[src/kdslp_pkg.sv]
// Types and constants for the key debouncer.
package kdslp_pkg;

	localparam int CNT_W = 16;
	localparam logic [CNT_W-1:0] COUNT_MAX = {CNT_W{1'b1}};

	// Key phase codes; unused codes behave as released.
	typedef enum logic [2:0] {
		PH_RELEASED    = 3'd0,
		PH_PRESS_DEB   = 3'd1,
		PH_SHORT       = 3'd2,
		PH_LONG        = 3'd3,
		PH_RELEASE_DEB = 3'd4
	} kdslp_phase_t;

	// Configuration register indexes.
	typedef enum logic [1:0] {
		CFG_ACTIVE_LEVEL   = 2'd0,
		CFG_DEBOUNCE_TICKS = 2'd1,
		CFG_LONG_TICKS     = 2'd2
	} kdslp_cfg_idx_t;

	typedef struct packed {
		kdslp_phase_t     phase;
		logic [CNT_W-1:0] count;
		logic             was_long;
	} kdslp_state_t;

	typedef struct packed {
		logic active_level;
		logic [CNT_W-1:0] debounce_ticks;
		logic [CNT_W-1:0] long_ticks;
	} kdslp_cfg_t;

	typedef struct packed {
		logic long_press;
		logic short_press;
	} kdslp_event_t;

endpackage

[src/kdslp_step.sv]
// Next-state and event logic of the key phase machine for one sample.
module kdslp_step (
	input  kdslp_pkg::kdslp_cfg_t   cfg,
	input  logic                    pin_level,
	input  kdslp_pkg::kdslp_state_t cur,
	output kdslp_pkg::kdslp_state_t nxt,
	output kdslp_pkg::kdslp_event_t ev
);
	import kdslp_pkg::*;

	logic             pressed;
	logic [CNT_W-1:0] count_inc;
	logic             deb_hit;
	logic             long_hit;

	assign pressed   = (pin_level == cfg.active_level);
	// saturating increment
	assign count_inc = (cur.count == COUNT_MAX) ? cur.count : cur.count + 1'b1;
	assign deb_hit   = (count_inc >= cfg.debounce_ticks);
	assign long_hit  = (count_inc >= cfg.long_ticks);

	// next phase
	always_comb begin
		nxt.phase = PH_RELEASED;
		case (cur.phase)
			PH_PRESS_DEB: begin
				if (pressed && deb_hit) nxt.phase = PH_SHORT;
				else if (pressed)       nxt.phase = PH_PRESS_DEB;
				else                    nxt.phase = PH_RELEASED;
			end
			PH_SHORT: begin
				if (!pressed)      nxt.phase = PH_RELEASE_DEB;
				else if (long_hit) nxt.phase = PH_LONG;
				else               nxt.phase = PH_SHORT;
			end
			PH_LONG: begin
				nxt.phase = pressed ? PH_LONG : PH_RELEASE_DEB;
			end
			PH_RELEASE_DEB: begin
				if (pressed)      nxt.phase = cur.was_long ? PH_LONG : PH_SHORT;
				else if (deb_hit) nxt.phase = PH_RELEASED;
				else              nxt.phase = PH_RELEASE_DEB;
			end
			default: begin
				nxt.phase = pressed ? PH_PRESS_DEB : PH_RELEASED;
			end
		endcase
	end

	// counter, long flag and events
	always_comb begin
		nxt.count    = cur.count;
		nxt.was_long = cur.was_long;
		ev           = '0;
		case (cur.phase)
			PH_PRESS_DEB: begin
				nxt.count = pressed ? count_inc : '0;
			end
			PH_SHORT: begin
				if (!pressed || long_hit) nxt.count = '0;
				else                      nxt.count = count_inc;
			end
			PH_LONG: begin
				if (!pressed) begin
					nxt.count    = '0;
					nxt.was_long = 1'b1;
				end
			end
			PH_RELEASE_DEB: begin
				if (pressed) begin
					nxt.count = '0;
				end else begin
					nxt.count = count_inc;
					if (deb_hit) begin
						nxt.was_long   = 1'b0;
						ev.long_press  = cur.was_long;
						ev.short_press = !cur.was_long;
					end
				end
			end
			default: begin
				if (pressed) nxt.count = '0;
			end
		endcase
	end

endmodule

[src/key_debounce_short_long_press.sv]
// Top level of the key debouncer with short- and long-press events.
// One sampled key level enters per s_ transfer and exactly one result leaves per
// m_ transfer, bit 0 short_press and bit 1 long_press, at most one of them set. A
// sample can be taken every clock while s_tready is high: the phase machine, the
// 16-bit saturating sample counter and the long flag update on each sample
// transfer, and the result is registered in an output register with a one-entry
// skid behind it, so s_tready only drops when both are full. Configuration
// (active level, debounce ticks, long ticks) is written through the cfg_ channel,
// always ready; the user must write it only while the block is idle, which the
// block does not enforce. Writes to an index past the last register are dropped.
module key_debounce_short_long_press (
	input  logic        clk,
	input  logic        arst_n,
	// sample stream
	input  logic        s_tvalid,
	output logic        s_tready,
	input  logic [7:0]  s_tdata,    // [0] pin_level, [7:1] zero
	// event stream
	output logic        m_tvalid,
	input  logic        m_tready,
	output logic [7:0]  m_tdata,    // [0] short_press, [1] long_press, [7:2] zero
	// register writes
	input  logic        cfg_valid,
	output logic        cfg_ready,
	input  logic [1:0]  cfg_index,
	input  logic [15:0] cfg_data
);
	import kdslp_pkg::*;

	kdslp_cfg_t   cfg_q;
	kdslp_state_t state_q;
	kdslp_state_t state_nxt;
	kdslp_event_t ev;

	// output register and skid entry
	kdslp_event_t out_q;
	logic         out_valid_q;
	kdslp_event_t skid_q;
	logic         skid_valid_q;

	logic s_xfer;
	logic m_xfer;

	assign cfg_ready = 1'b1;
	assign s_tready  = !skid_valid_q;
	assign s_xfer    = s_tvalid && s_tready;
	assign m_tvalid  = out_valid_q;
	assign m_xfer    = out_valid_q && m_tready;
	assign m_tdata   = {6'd0, out_q.long_press, out_q.short_press};

	// register file
	always_ff @(posedge clk or negedge arst_n) begin
		if (!arst_n) begin
			cfg_q.active_level   <= 1'b0;
			cfg_q.debounce_ticks <= 16'd2;
			cfg_q.long_ticks     <= 16'd100;
		end else if (cfg_valid && cfg_ready) begin
			case (cfg_index)
				CFG_ACTIVE_LEVEL:   cfg_q.active_level   <= cfg_data[0];
				CFG_DEBOUNCE_TICKS: cfg_q.debounce_ticks <= cfg_data;
				CFG_LONG_TICKS:     cfg_q.long_ticks     <= cfg_data;
				default: ;
			endcase
		end
	end

	kdslp_step u_step (
		.cfg       (cfg_q),
		.pin_level (s_tdata[0]),
		.cur       (state_q),
		.nxt       (state_nxt),
		.ev        (ev)
	);

	// machine state advances on every sample transfer
	always_ff @(posedge clk or negedge arst_n) begin
		if (!arst_n) begin
			state_q.phase    <= PH_RELEASED;
			state_q.count    <= '0;
			state_q.was_long <= 1'b0;
		end else if (s_xfer) begin
			state_q <= state_nxt;
		end
	end

	// result delivery: new result goes to the output register when it is free
	// or draining this cycle, otherwise parks in the skid entry
	always_ff @(posedge clk or negedge arst_n) begin
		if (!arst_n) begin
			out_valid_q  <= 1'b0;
			skid_valid_q <= 1'b0;
		end else if (skid_valid_q) begin
			if (m_xfer) skid_valid_q <= 1'b0;
		end else if (s_xfer) begin
			if (!out_valid_q || m_xfer) out_valid_q <= 1'b1;
			else                        skid_valid_q <= 1'b1;
		end else if (m_xfer) begin
			out_valid_q <= 1'b0;
		end
	end

	always_ff @(posedge clk) begin
		if (skid_valid_q) begin
			if (m_xfer) out_q <= skid_q;
		end else if (s_xfer) begin
			if (!out_valid_q || m_xfer) out_q  <= ev;
			else                        skid_q <= ev;
		end
	end

endmodule

[config.mk]
export PLATFORM = sky130hd
export DESIGN_NAME = key_debounce_short_long_press
export DESIGN_NICKNAME = d
export VERILOG_FILES = /design/src/kdslp_pkg.sv /design/src/kdslp_step.sv /design/src/key_debounce_short_long_press.sv
export SDC_FILE = /design/constraint.sdc
export NUM_CORES = 1
export LEC_CHECK = 0
export BUFFER_PORTS_ARGS = -buffer_cell sky130_fd_sc_hd__buf_2
export CORE_MARGIN = 3
export CORE_UTILIZATION = 35
export CTS_CLUSTER_DIAMETER = 80
export DETAILED_ROUTE_END_ITERATION = 12
export PLACE_DENSITY_LB_ADDON = 0.15
export SKIP_CTS_REPAIR_TIMING = 1
export SLEW_MARGIN = 20
export SYNTH_ARGS = -nofsm -noshare
export SYNTH_HDL_FRONTEND = slang
export SYNTH_HIERARCHICAL = 1
export SYNTH_SLANG_ARGS = --single-unit
[constraint.sdc]
create_clock -name clk -period 3.6 [get_ports clk]
set_input_delay 0.9 -clock clk [delete_from_list [all_inputs] [get_ports clk]]
set_output_delay 0.9 -clock clk [all_outputs]
set_load 0.03 [all_outputs]
After elaboration in Yosys (flattened, before gate mapping)
Index checks and enable logic that the tools add are counted.
- add/sub/neg operators: 1
- magnitude comparators: 2
- eq/ne operators: 13
- multiplexer cells: 33
- bitwise gates (word level): 2
- reductions and logical operators: 23
- operators by type and width (operator ; number):
    two-way mux 16 bit ; 5
    one-hot mux 16 bit (4 select lines) ; 1
    >= comparator 16 bit ; 2
    two-way mux 17 bit ; 1
    adder 16 x 1 -> 16 bit (second input constant) ; 1
    equality test 16 bit (second input constant) ; 1
    two-way mux 3 bit ; 5
    two-way mux 2 bit ; 7
    two-way mux 1 bit ; 12
    one-hot mux 3 bit (4 select lines) ; 1
    AND reduction 3 bit ; 4
    nonzero test 2 bit ; 4
    equality test 3 x 2 -> 1 bit (second input constant) ; 2
    inequality test 2 x 1 -> 1 bit (second input constant) ; 3
    AND reduction 2 bit ; 3
    AND reduction 5 bit ; 1
    nonzero test 5 bit ; 1
    zero test 1 bit ; 4
    inequality test 2 bit (second input constant) ; 2
    equality test 3 x 1 -> 1 bit (second input constant) ; 1
    equality test 3 bit (second input constant) ; 1
    logical AND 1 bit ; 3
    equality test 2 x 1 -> 1 bit (second input constant) ; 1
    equality test 2 bit (second input constant) ; 1
    other kinds (5) ; 7
- register bits after elaboration: 59
- input port bits: 31
- output and inout bits: 11
- logic and storage cells: 86

Longest topological paths before layout
Gate-level depths: netlist of the first run.
- word-level depth: 9
- mapped depth: 18
- depth with buffers taken out: 16

Hierarchy
The synthesis of the first run kept the hierarchy.
- modules (own cells, without submodules) (module ; instances ; cells each ; area each (um2) ; sequential area each (um2)):
    key_debounce_short_long_press ; 1 ; 141 ; 2413.6 ; 1501.4
    kdslp_step ; 1 ; 245 ; 1656.6 ; 0.0

Least setup slack after synthesis of the first run
No wires, ideal clock.
- kind: reg2reg
- start: reg state_q[1] (netlist bit)
- end: reg state_q[12] (netlist bit)
- library setup time: 0.065 ns
- arrival time: 3.424 ns
- required time: 3.535 ns
- path slack: 0.111 ns
- cell stages (with the launch flop): 15
- buffers on the path: 1
- period minus slack after synthesis: 3.489 ns
- cell sequence: dfrtp_1 -> ha_1 -> nand3_2 -> or3_1 -> buf_6 -> xnor2_1 -> ha_1 -> nand2b_4 -> a2111oi_4 -> o21a_1 -> o21ai_2 -> o41a_4 -> or3_1 -> o211ai_1 -> mux2_2
- RTL lines (what ; line ; source):
    from (decl) ; key_debounce_short_long_press.sv:31 ; kdslp_state_t state_q;
    from (signal assigned) ; key_debounce_short_long_press.sv:82 ; state_q <= state_nxt;

==> results of run 1 <==
==> kinds of logic after synthesis <==
family | Yosys count | share of synthesized area
buf+inv | 57 | 0.0695
flops | 59 | 0.369
simple gates | 96 | 0.133
fa+ha+maj | 33 | 0.101
xor+xnor | 13 | 0.0280
mux | 57 | 0.176
compound gates | 69 | 0.121
other cells | 2 | 0.00185
==> power breakdown <==
group	total, mW	leakage [nW]	internal (mW)	switching (mW)
Clock	0.754	0.122	0.472	0.282
Combinational	1.06	1.77	0.524	0.533
Sequential	0.918	0.719	0.802	0.115
Total	2.73	2.61	1.80	0.931
==> routing by layer <==
layer | wire [µm] | up-vias
met1 | 4200 | 1468
met5 | 0 | -
met2 | 4220 | 45
li1 | - | 1513
met3 | 331 | 12
met4 | 165 | 0
==> cells in the mapped netlist, drive strengths merged (5+ instances only) <==
cell,count,area [µm²]
nor3,7,35.0
a22o,6,52.6
xnor2,8,70.1
nand2b,5,38.8
a21o,7,52.6
ha,33,413
nand3,10,55.1
a21oi,16,83.8
dfrtp,51,1280
mux2,56,706
nand2,27,101
o21ai,17,88.8
xor2,5,43.8
nand4,7,58.8
buf,17,133
a211oi,5,37.5
inv,38,143
nor2,19,73.8
nor3b,5,37.5
==> flip-flops by register name, summed over array words and instances, names as in the netlist <==
name / count
skid_q: 2
skid_valid_q: 1
cfg_q: 33
state_q: 20
m_tvalid: 1
m_tdata: 2
==> through the flow <==
step | instances | TNS [ps] | util | setup slack [ps]
2_1_floorplan | 391 | 0 | - | 111
3_3_place_gp | 584 | -1140 | 0.415 | -159
3_5_place_dp | 584 | -1260 | 0.415 | -162
4_1_cts | 597 | -1870 | 0.438 | -217
5_1_grt | 612 | -405 | 0.470 | -67.2
6_report | 612 | 0 | 0.470 | 31.1
==> worst paths after layout <==
| check | startpoint | endpoint | slack, ps | depth (start not counted) |
|---|---|---|---|---|
| max | state_q[10] | state_q[15] | 30 | 17 |
| min | cfg_q[31] | cfg_q[31] | 500 | 1 |
| max reg2reg | state_q[10] | state_q[15] | 30 | 17 |
| min reg2reg | cfg_q[31] | cfg_q[31] | 500 | 1 |
| max in group asynchronous | arst_n | cfg_q[17] | 2150 | 2 |
| min in group asynchronous | arst_n | cfg_q[25] | 570 | 1 |
==> worst max-delay path, cell delays in order, from the launching register on <==
cell and delay, ps:
dfrtp_1 380, and3_4 190, nand4_1 170, nor2_2 80
a21oi_2 230, and3_4 260, xnor2_4 130, inv_2 70
ha_4 260, nand2_1 60, nor3_2 260, o211ai_1 190
o21ai_4 250, buf_6 140, o41ai_4 70, buf_4 190
a22o_1 230, mux2_1 290
==> cell type report <==
cell class,instances,area [µm²]
Fill cell,1034,5870
Multi-Input combinational cell,276,2550
Sequential cell,59,1500
Timing Repair Buffer,86,589
Clock buffer,13,250
Tap cell,140,175
Inverter,38,143
==> metrics.csv, run 1 <==
stage;metric;value;unit
routing;via count;3038;
finish;most frequent cells in the layout;56 x buf_4, 51 x dfrtp_1, 37 x inv_1;
grt;busiest grt layer;met2;
grt;met1 Use GR;0.189;
power;highest ir drop seen on vdd;351;µV
timing;RSZ-0062 raised after global routing;yes;
critical_path;Worst EP required;3810;ps
floorplan;# rows;38;
timing;Final Hold Vio Count;0;
clock_network;root buffer cell;clkbuf_16;
routing;DRC Markers;0;
critical_path;Crit Path Category;reg2reg;
clock_network;worst skew pair latency;330;ps
grt;met3 usage;0.0398;
synthesis;FFs w/ async S/R, synth;0.932;
timing;crit path time final;3570;ps
placement;dpl hpwl;6390;µm
critical_path;Critical Path AT;3780;ps
grt;global-route wire length before repair;14900;µm
placement;number of I/O port buffers;27;
routing;DRT Wirelength;8910;µm
routing;Initial DRT Pass Iterations;4;
timing;Final Slew Violations;0;
synthesis;post-synthesis cell count;386;
timing;WHS;500;ps
power;PD cells;524;nW/µm²
clock_network;Sink Count;59;
routing;WL per Instance;14.6;µm
timing;Setup Viol. Count Final;0;
critical_path;crit end category;register;
status;outcome;complete, no violations;
finish;Ant. Diodes;0;
timing;worst-margin pin slew;710;ps
synthesis;Post-Syn Area;4070;µm²
clock_network;CTS Buf Count;9;
clock_network;CTS clk-pin slew, worst paths;50;ps
finish;layout cell share with drive strength beyond 1;0.424;
synthesis;Yosys cell types;53;
routing;Via density;4.96;
power;Final Power;2.73;mW
finish;Layout area overhead;27.9;%
placement;DP Area;4600;µm²
grt;antenna violations before repair;0;
routing;Antenna Nets Post-Route;0;
critical_path;Startpoint Class;register;
floorplan;Die Ht;114;µm
floorplan;die width;114;µm
placement;Final Wtd Congestion;0.742;
floorplan;starting density of the core;0.367;
synthesis;Yosys reg bits;59;
timing;Clock Skews;6.23;ps
grt;GR Overflow Total;0;
synthesis;Post-synth EDFFs;4;
timing;slew margin rel.;0.526;
flow_run;Max-cap violations;0;
synthesis;synth warn;6;
critical_path;worst-path maximum fanout;6;
floorplan;total die area;13000;µm²
power;Leak;2.61;nW
clock_network;CTS tree;done;
finish;commonest non-fill, non-tap cell in the layout;buf_4;
grt;all-layer global routing usage;0.145;
worst_hold_path;Min-Delay Path Class;reg2reg;
synthesis;ys flop type;dfrtp_1;
finish;Final Instance Area;5210;µm²
timing;Period Utilization, post-route;0.991;
clock_network;Clock Path Buffers;2;
grt;largest net degree at the start of global routing;34;
clock_network;CTS H-tree depth;3;
synthesis;post-synthesis sequential area ratio;0.369;
finish;Final nets;534;
grt;number of global-route vias before repair;3076;
floorplan;top-level port count;42;
floorplan;Core Region;11100;µm²
routing;1st-iter DRT viols;101;
timing;FMAX;280;MHz
grt;met2 Usage GRT;0.227;
synthesis;synthesized area per cell;10.5;µm²
Power figures use the tool's default switching activity.
==> run 2: changes to the inputs <==
CORE_ASPECT_RATIO = 1.4   (was unset)
clock period = 3.8 ns   (was 3.6 ns; I/O delays follow)
==> metrics.csv, run 2 (synthesis gave the netlist of run 1 again) <==
stage;metric;value;unit;change
timing;worst-margin pin slew;678;ps;was 710 ps
critical_path;Crit Path Category;reg2reg;;unchanged
flow_run;Max-cap violations;0;;unchanged
grt;largest net degree at the start of global routing;23;;was 34
finish;Regs by FF count;cfg_q (33), state_q (20);;unchanged
finish;layout cell share with drive strength beyond 1;0.360;;was 0.424
status;outcome;complete, no violations;;unchanged
finish;register bank with the most flops;cfg_q;;unchanged
routing;DRC Markers;0;;unchanged
timing;Period Utilization, post-route;0.952;;was 0.991
routing;via count;2971;;was 3,038
floorplan;total die area;13000;µm²;about the same
power;Leak;2.48;nW;was 2.61 nW
placement;dpl hpwl;6630;µm;was 6390 µm
clock_network;worst skew pair latency;330;ps;about the same
routing;met2 wire len;4780;µm;was 4220 µm
clock_network;CTS tree;done;;unchanged
floorplan;top-level port count;42;;unchanged
finish;fin util;0.433;;was 0.470
placement;number of I/O port buffers;27;;unchanged
clock_network;CTS H-tree depth;3;;unchanged
routing;Initial DRT Pass Iterations;4;;unchanged
routing;DRT Wirelength;8920;µm;was 8910 µm
critical_path;biggest cell delay along the critical path;490;ps;was 380 ps
timing;crit path time final;3620;ps;was 3570 ps
critical_path;Worst Path Buf+Inv;2;;was 3
finish;Final nets;512;;was 534
clock_network;root buffer cell;clkbuf_16;;unchanged
critical_path;Worst EP required;4070;ps;was 3810 ps
routing;Antenna Nets Post-Route;0;;unchanged
clock_network;Sink Count;59;;unchanged
timing;Setup Viol. Count Final;0;;unchanged
finish;max reg flops;33;;unchanged
critical_path;delay-heaviest family, CP;compound AO/OA/AOI/OAI gates;;was simple AND/OR/NAND/NOR gates
critical_path;Critical Path AT;3890;ps;was 3780 ps
routing;met1 wire length;3740;µm;was 4200 µm
finish;Layout area overhead;20.5;%;was 27.9%
finish;most frequent cells in the layout;51 x dfrtp_1, 38 x inv_1, 37 x buf_4;;was 56 x buf_4, 51 x dfrtp_1, 37 x inv_1
routing;1st-iter DRT viols;113;;was 101
finish;fill count;1096;;was 1,034
timing;setup TNS;0;ps;unchanged
power;PD cells;515;nW/µm²;was 524 nW/µm²
critical_path;worst-path maximum fanout;6;;unchanged
placement;Final Wtd Congestion;0.758;;was 0.742
timing;Clock Skews;4.21;ps;was 6.23 ps
routing;wire length on met3;263;µm;was 331 µm
grt;all-layer global routing usage;0.145;;about the same
timing;slew margin rel.;0.547;;was 0.526
timing;FMAX;276;MHz;was 280 MHz
critical_path;crit end category;register;;unchanged
grt;antenna violations before repair;0;;unchanged
finish;commonest non-fill, non-tap cell in the layout;dfrtp_1;;was buf_4
clock_network;Clock Path Buffers;2;;unchanged
critical_path;critical path's slowest cell;o41a_4;;was dfrtp_1
floorplan;# rows;46;;was 38
power;highest ir drop seen on vdd;227;µV;was 351 µV
floorplan;Die Ht;134;µm;was 114 µm
critical_path;Startpoint Class;register;;unchanged
floorplan;Core Region;11300;µm²;was 11,100 µm²
clock_network;CTS clk-pin slew, worst paths;50;ps;about the same
floorplan;starting density of the core;0.359;;was 0.367
routing;WL per Instance;14.9;µm;was 14.6 µm
clock_network;CTS Buf Count;9;;unchanged
grt;global-route wire length before repair;15000;µm;was 14,900 µm
timing;Final Hold Vio Count;0;;unchanged
grt;number of global-route vias before repair;3200;;was 3,076
routing;Via density;4.98;;was 4.96
floorplan;die width;97.1;µm;was 114 µm
timing;Final Slew Violations;0;;unchanged
critical_path;crit-path cells;and4_2, nand3_2, or3_4, buf_4, nand2_1, nand2_1, ha_1, a2111oi_4, o21a_1, o21ai_2, o41a_4, buf_4, a21o_1, a21oi_2, mux2_2;;was and3_4, nand4_1, nor2_2, a21oi_2, and3_4, xnor2_4, inv_2, ha_4, nand2_1, nor3_2, o211ai_1, o21ai_4, buf_6, o41ai_4, buf_4, a22o_1, mux2_1
grt;GR Overflow Total;0;;unchanged
finish;Ant. Diodes;0;;unchanged
worst_hold_path;Min-Delay Path Class;reg2reg;;unchanged
routing;highest metal used;met4;;unchanged
-- run 2: cell types whose count changed in the layout (fill, tap and decap cells not counted), sizes merged --
cell	before	now
buf	86	64
clkbuf	13	14
clkinv	0	2
-- run 2: worst paths after layout --
check	startpoint	endpoint	slack (ps)	cells past startpoint
max	state_q[7]	state_q[6]	180	15
min	cfg_q[18]	cfg_q[18]	510	1
max reg2reg	state_q[7]	state_q[6]	180	15
min reg2reg	cfg_q[18]	cfg_q[18]	510	1
max in group asynchronous	arst_n	cfg_q[6]	2530	2
min in group asynchronous	arst_n	state_q[16]	570	1
-- run 2: power breakdown --
group | internal [mW] | switching (mW) | leakage [nW]
combinational | 0.425 | 0.475 | 1.63
clock | 0.475 | 0.281 | 0.137
sequential | 0.759 | 0.110 | 0.719
-- run 2: cell type report --
cell class                      instances  area (µm²)  area share
Inverter                               38         143      0.0291
Clock buffer                           14         264      0.0538
Clock inverter                          2        10.0     0.00204
Multi-Input combinational cell        276        2390       0.488
Timing Repair Buffer                   64         413      0.0842
Tap cell                              144         180      0.0367
Sequential cell                        59        1500       0.306
-- run 2: per-layer routing --
metal | vias to the layer above | global-route usage
li1 | 1487 | -
met1 | 1435 | 0.160
met2 | 38 | 0.267
met3 | 11 | 0.0346
met4 | 0 | 0.0539
met5 | - | 0
-- run 2: stage by stage --
step / area (µm²) / hold slack [ps] / total power [mW] / cells / setup WS, ps
final: 4910 / 507 / 2.53 / 597 / 183
after global routing: 4910 / 522 / 2.71 / 597 / -14.6
after CTS: 4790 / 510 / 2.51 / 593 / 33.3
after detailed placement: 4520 / 496 / 1.72 / 577 / 54.3
after global placement: 4520 / 491 / 1.71 / 577 / 75.2
after floorplan: 4090 / 475 / 1.51 / 391 / 311
-- run 2: worst reg2reg max path, delay by kind of cell, from the launching register on --
family	cells	cell delay (ps)
muxes	1	150
AOI/OAI and AO/OA	6	1410
buffers and inverters	2	320
DFF	1	350
adders and majority gates	1	340
and+or+nand+nor	5	990
==> run 3: changes to the inputs <==
clock period = 4.1 ns   (was 3.8 ns; I/O delays follow)
==> metrics.csv, run 3 (synthesis gave the netlist of run 1 again) <==
stage;metric;value;unit;change
grt;met1 Use GR;0.171;;was 0.160
worst_hold_path;Hold Path End;cfg_q[3];;was cfg_q[18]
flow_run;Max-cap violations;0;;unchanged
floorplan;die width;97.1;µm;unchanged
critical_path;crit end category;register;;unchanged
grt;antenna violations before repair;0;;unchanged
routing;via count;2864;;was 2,971
routing;Initial DRT Pass Iterations;5;;was 4
clock_network;Clock Path Buffers;2;;unchanged
power;switching share of power;0.339;;was 0.343
power;PD cells;482;nW/µm²;was 515 nW/µm²
finish;layout cell share with drive strength beyond 1;0.305;;was 0.360
clock_network;worst skew pair latency;320;ps;was 330 ps
floorplan;total die area;13000;µm²;unchanged
routing;DRT Wirelength;8480;µm;was 8920 µm
power;Leak;2.35;nW;was 2.48 nW
timing;Setup Viol. Count Final;0;;unchanged
critical_path;Critical Path AT;4090;ps;was 3890 ps
routing;Via density;4.99;;was 4.98
power;Int Pwr;1.49;mW;was 1.66 mW
finish;Final nets;490;;was 512
timing;Period Utilization, post-route;0.935;;was 0.952
timing;WHS;507;ps;about the same
timing;FMAX;261;MHz;was 276 MHz
critical_path;r2r worst-path depth;15;;unchanged
routing;1st-iter DRT viols;97;;was 113
power;clock power share;0.297;;was 0.299
finish;Ant. Diodes;0;;unchanged
clock_network;CTS Buf Count;9;;unchanged
finish;most frequent cells in the layout;51 x dfrtp_1, 38 x inv_1, 35 x mux2_2;;was 51 x dfrtp_1, 38 x inv_1, 37 x buf_4
critical_path;r2r startpoint;state_q[7];;unchanged
grt;busiest grt layer;met2;;unchanged
floorplan;Die Ht;134;µm;unchanged
routing;Antenna Nets Post-Route;0;;unchanged
finish;register bank with the most flops;cfg_q;;unchanged
power;sw power;760;µW;was 866 µW
clock_network;CTS H-tree depth;3;;unchanged
placement;number of I/O port buffers;27;;unchanged
critical_path;Worst EP required;4360;ps;was 4070 ps
critical_path;FF-to-FF End;state_q[12];;was state_q[6]
floorplan;# rows;46;;unchanged
clock_network;CTS tree;done;;unchanged
grt;number of global-route vias before repair;3011;;was 3,200
timing;Final Slew Violations;0;;unchanged
routing;DRC Markers;0;;unchanged
finish;max reg flops;33;;unchanged
clock_network;CTS clk-pin slew, worst paths;50;ps;about the same
grt;met2 Usage GRT;0.249;;was 0.267
timing;Final Hold Vio Count;0;;unchanged
worst_hold_path;Min-Delay Path Class;reg2reg;;unchanged
timing;worst-margin pin slew;754;ps;was 678 ps
critical_path;r2r setup slk;270;ps;was 180 ps
placement;Final Wtd Congestion;0.746;;was 0.758
power;Logic pwr share;0.344;;was 0.357
floorplan;Core Region;11300;µm²;unchanged
clock_network;root buffer cell;clkbuf_16;;unchanged
timing;slew margin rel.;0.497;;was 0.547
finish;Layout area overhead;14.5;%;was 20.5%
grt;global-route wire length before repair;14900;µm;was 15,000 µm
worst_hold_path;min-delay src;cfg_q[3];;was cfg_q[18]
timing;RSZ-0062 raised after global routing;no;;
floorplan;starting density of the core;0.359;;unchanged
grt;GR Overflow Total;0;;unchanged
grt;met3 usage;0.0293;;was 0.0346
placement;dpl hpwl;6400;µm;was 6630 µm
power;highest ir drop seen on vdd;198;µV;was 227 µV
timing;Clock Skews;3.11;ps;was 4.21 ps
status;outcome;complete, no violations;;unchanged
critical_path;Startpoint Class;register;;unchanged
grt;all-layer global routing usage;0.143;;was 0.145
critical_path;Crit Path Category;reg2reg;;unchanged
grt;largest net degree at the start of global routing;34;;was 23
finish;commonest non-fill, non-tap cell in the layout;dfrtp_1;;unchanged
worst_hold_path;WHS Path Cells;1;;unchanged
routing;WL per Instance;14.8;µm;was 14.9 µm
critical_path;worst-path maximum fanout;14;;was 6
floorplan;top-level port count;42;;unchanged
timing;crit path time final;3830;ps;was 3620 ps
power;Flop pwr share;0.359;;was 0.344
timing;setup TNS;0;ps;unchanged
clock_network;Sink Count;59;;unchanged
finish;Regs by FF count;cfg_q (33), state_q (20);;unchanged
## run 3: through the flow
step / std cells / utilization / setup slack (ps) / cell area, µm² / power [mW]
2_1_floorplan: 391 / - / 611 / 4090 / 1.40
3_3_place_gp: 559 / 0.387 / 225 / 4380 / 1.58
3_5_place_dp: 559 / 0.387 / 184 / 4380 / 1.59
4_1_cts: 574 / 0.410 / 162 / 4650 / 2.28
5_1_grt: 574 / 0.411 / 1.20 / 4660 / 2.41
6_report: 574 / 0.411 / 268 / 4660 / 2.25
## run 3: power groups by stage
stage                     clock network, mW  logic [mW]  registers [mW]
after CTS                             0.690       0.782           0.806
final                                 0.667       0.772           0.806
after detailed placement                  0       0.778           0.816
after global routing                  0.719       0.867           0.827
after global placement                    0       0.768           0.810
after floorplan                           0       0.601           0.799
## run 3: worst max-delay path by stage
stage / start / end / slack (ps) / cells past startpoint
2_1_floorplan: state_q[1] / state_q[12] / 610 / 14
3_3_place_gp: state_q[7] / state_q[7] / 220 / 13
3_5_place_dp: state_q[7] / state_q[7] / 180 / 15
4_1_cts: state_q[7] / state_q[7] / 160 / 15
5_1_grt: state_q[7] / state_q[1] / 1 / 16
6_report: state_q[7] / state_q[12] / 270 / 15
## run 3: critical path, cell delays in order (launching register included)
cell	delay (ps)
dfrtp_1	420
and4_1	330
nand3_2	140
or3_4	480
nand4_4	140
nor2_2	60
xor2_1	170
ha_1	210
a21o_1	150
a211oi_1	270
o21a_1	200
o21ai_2	100
o41a_4	460
or3_1	340
o211ai_1	110
mux2_2	170
## run 3: area by class of cell
cell class / count / area [µm²]
Fill cell: 1110 / 6680
Clock inverter: 3 / 15.0
Multi-Input combinational cell: 275 / 2320
Tap cell: 144 / 180
Sequential cell: 59 / 1500
Clock buffer: 12 / 246
Timing Repair Buffer: 43 / 255
Inverter: 38 / 143
## run 3: metal layers
layer / wire (µm) / vias up
met2: 4380 / 39
met4: 157 / 0
met3: 234 / 12
met5: 0 / -
li1: - / 1436
met1: 3710 / 1377
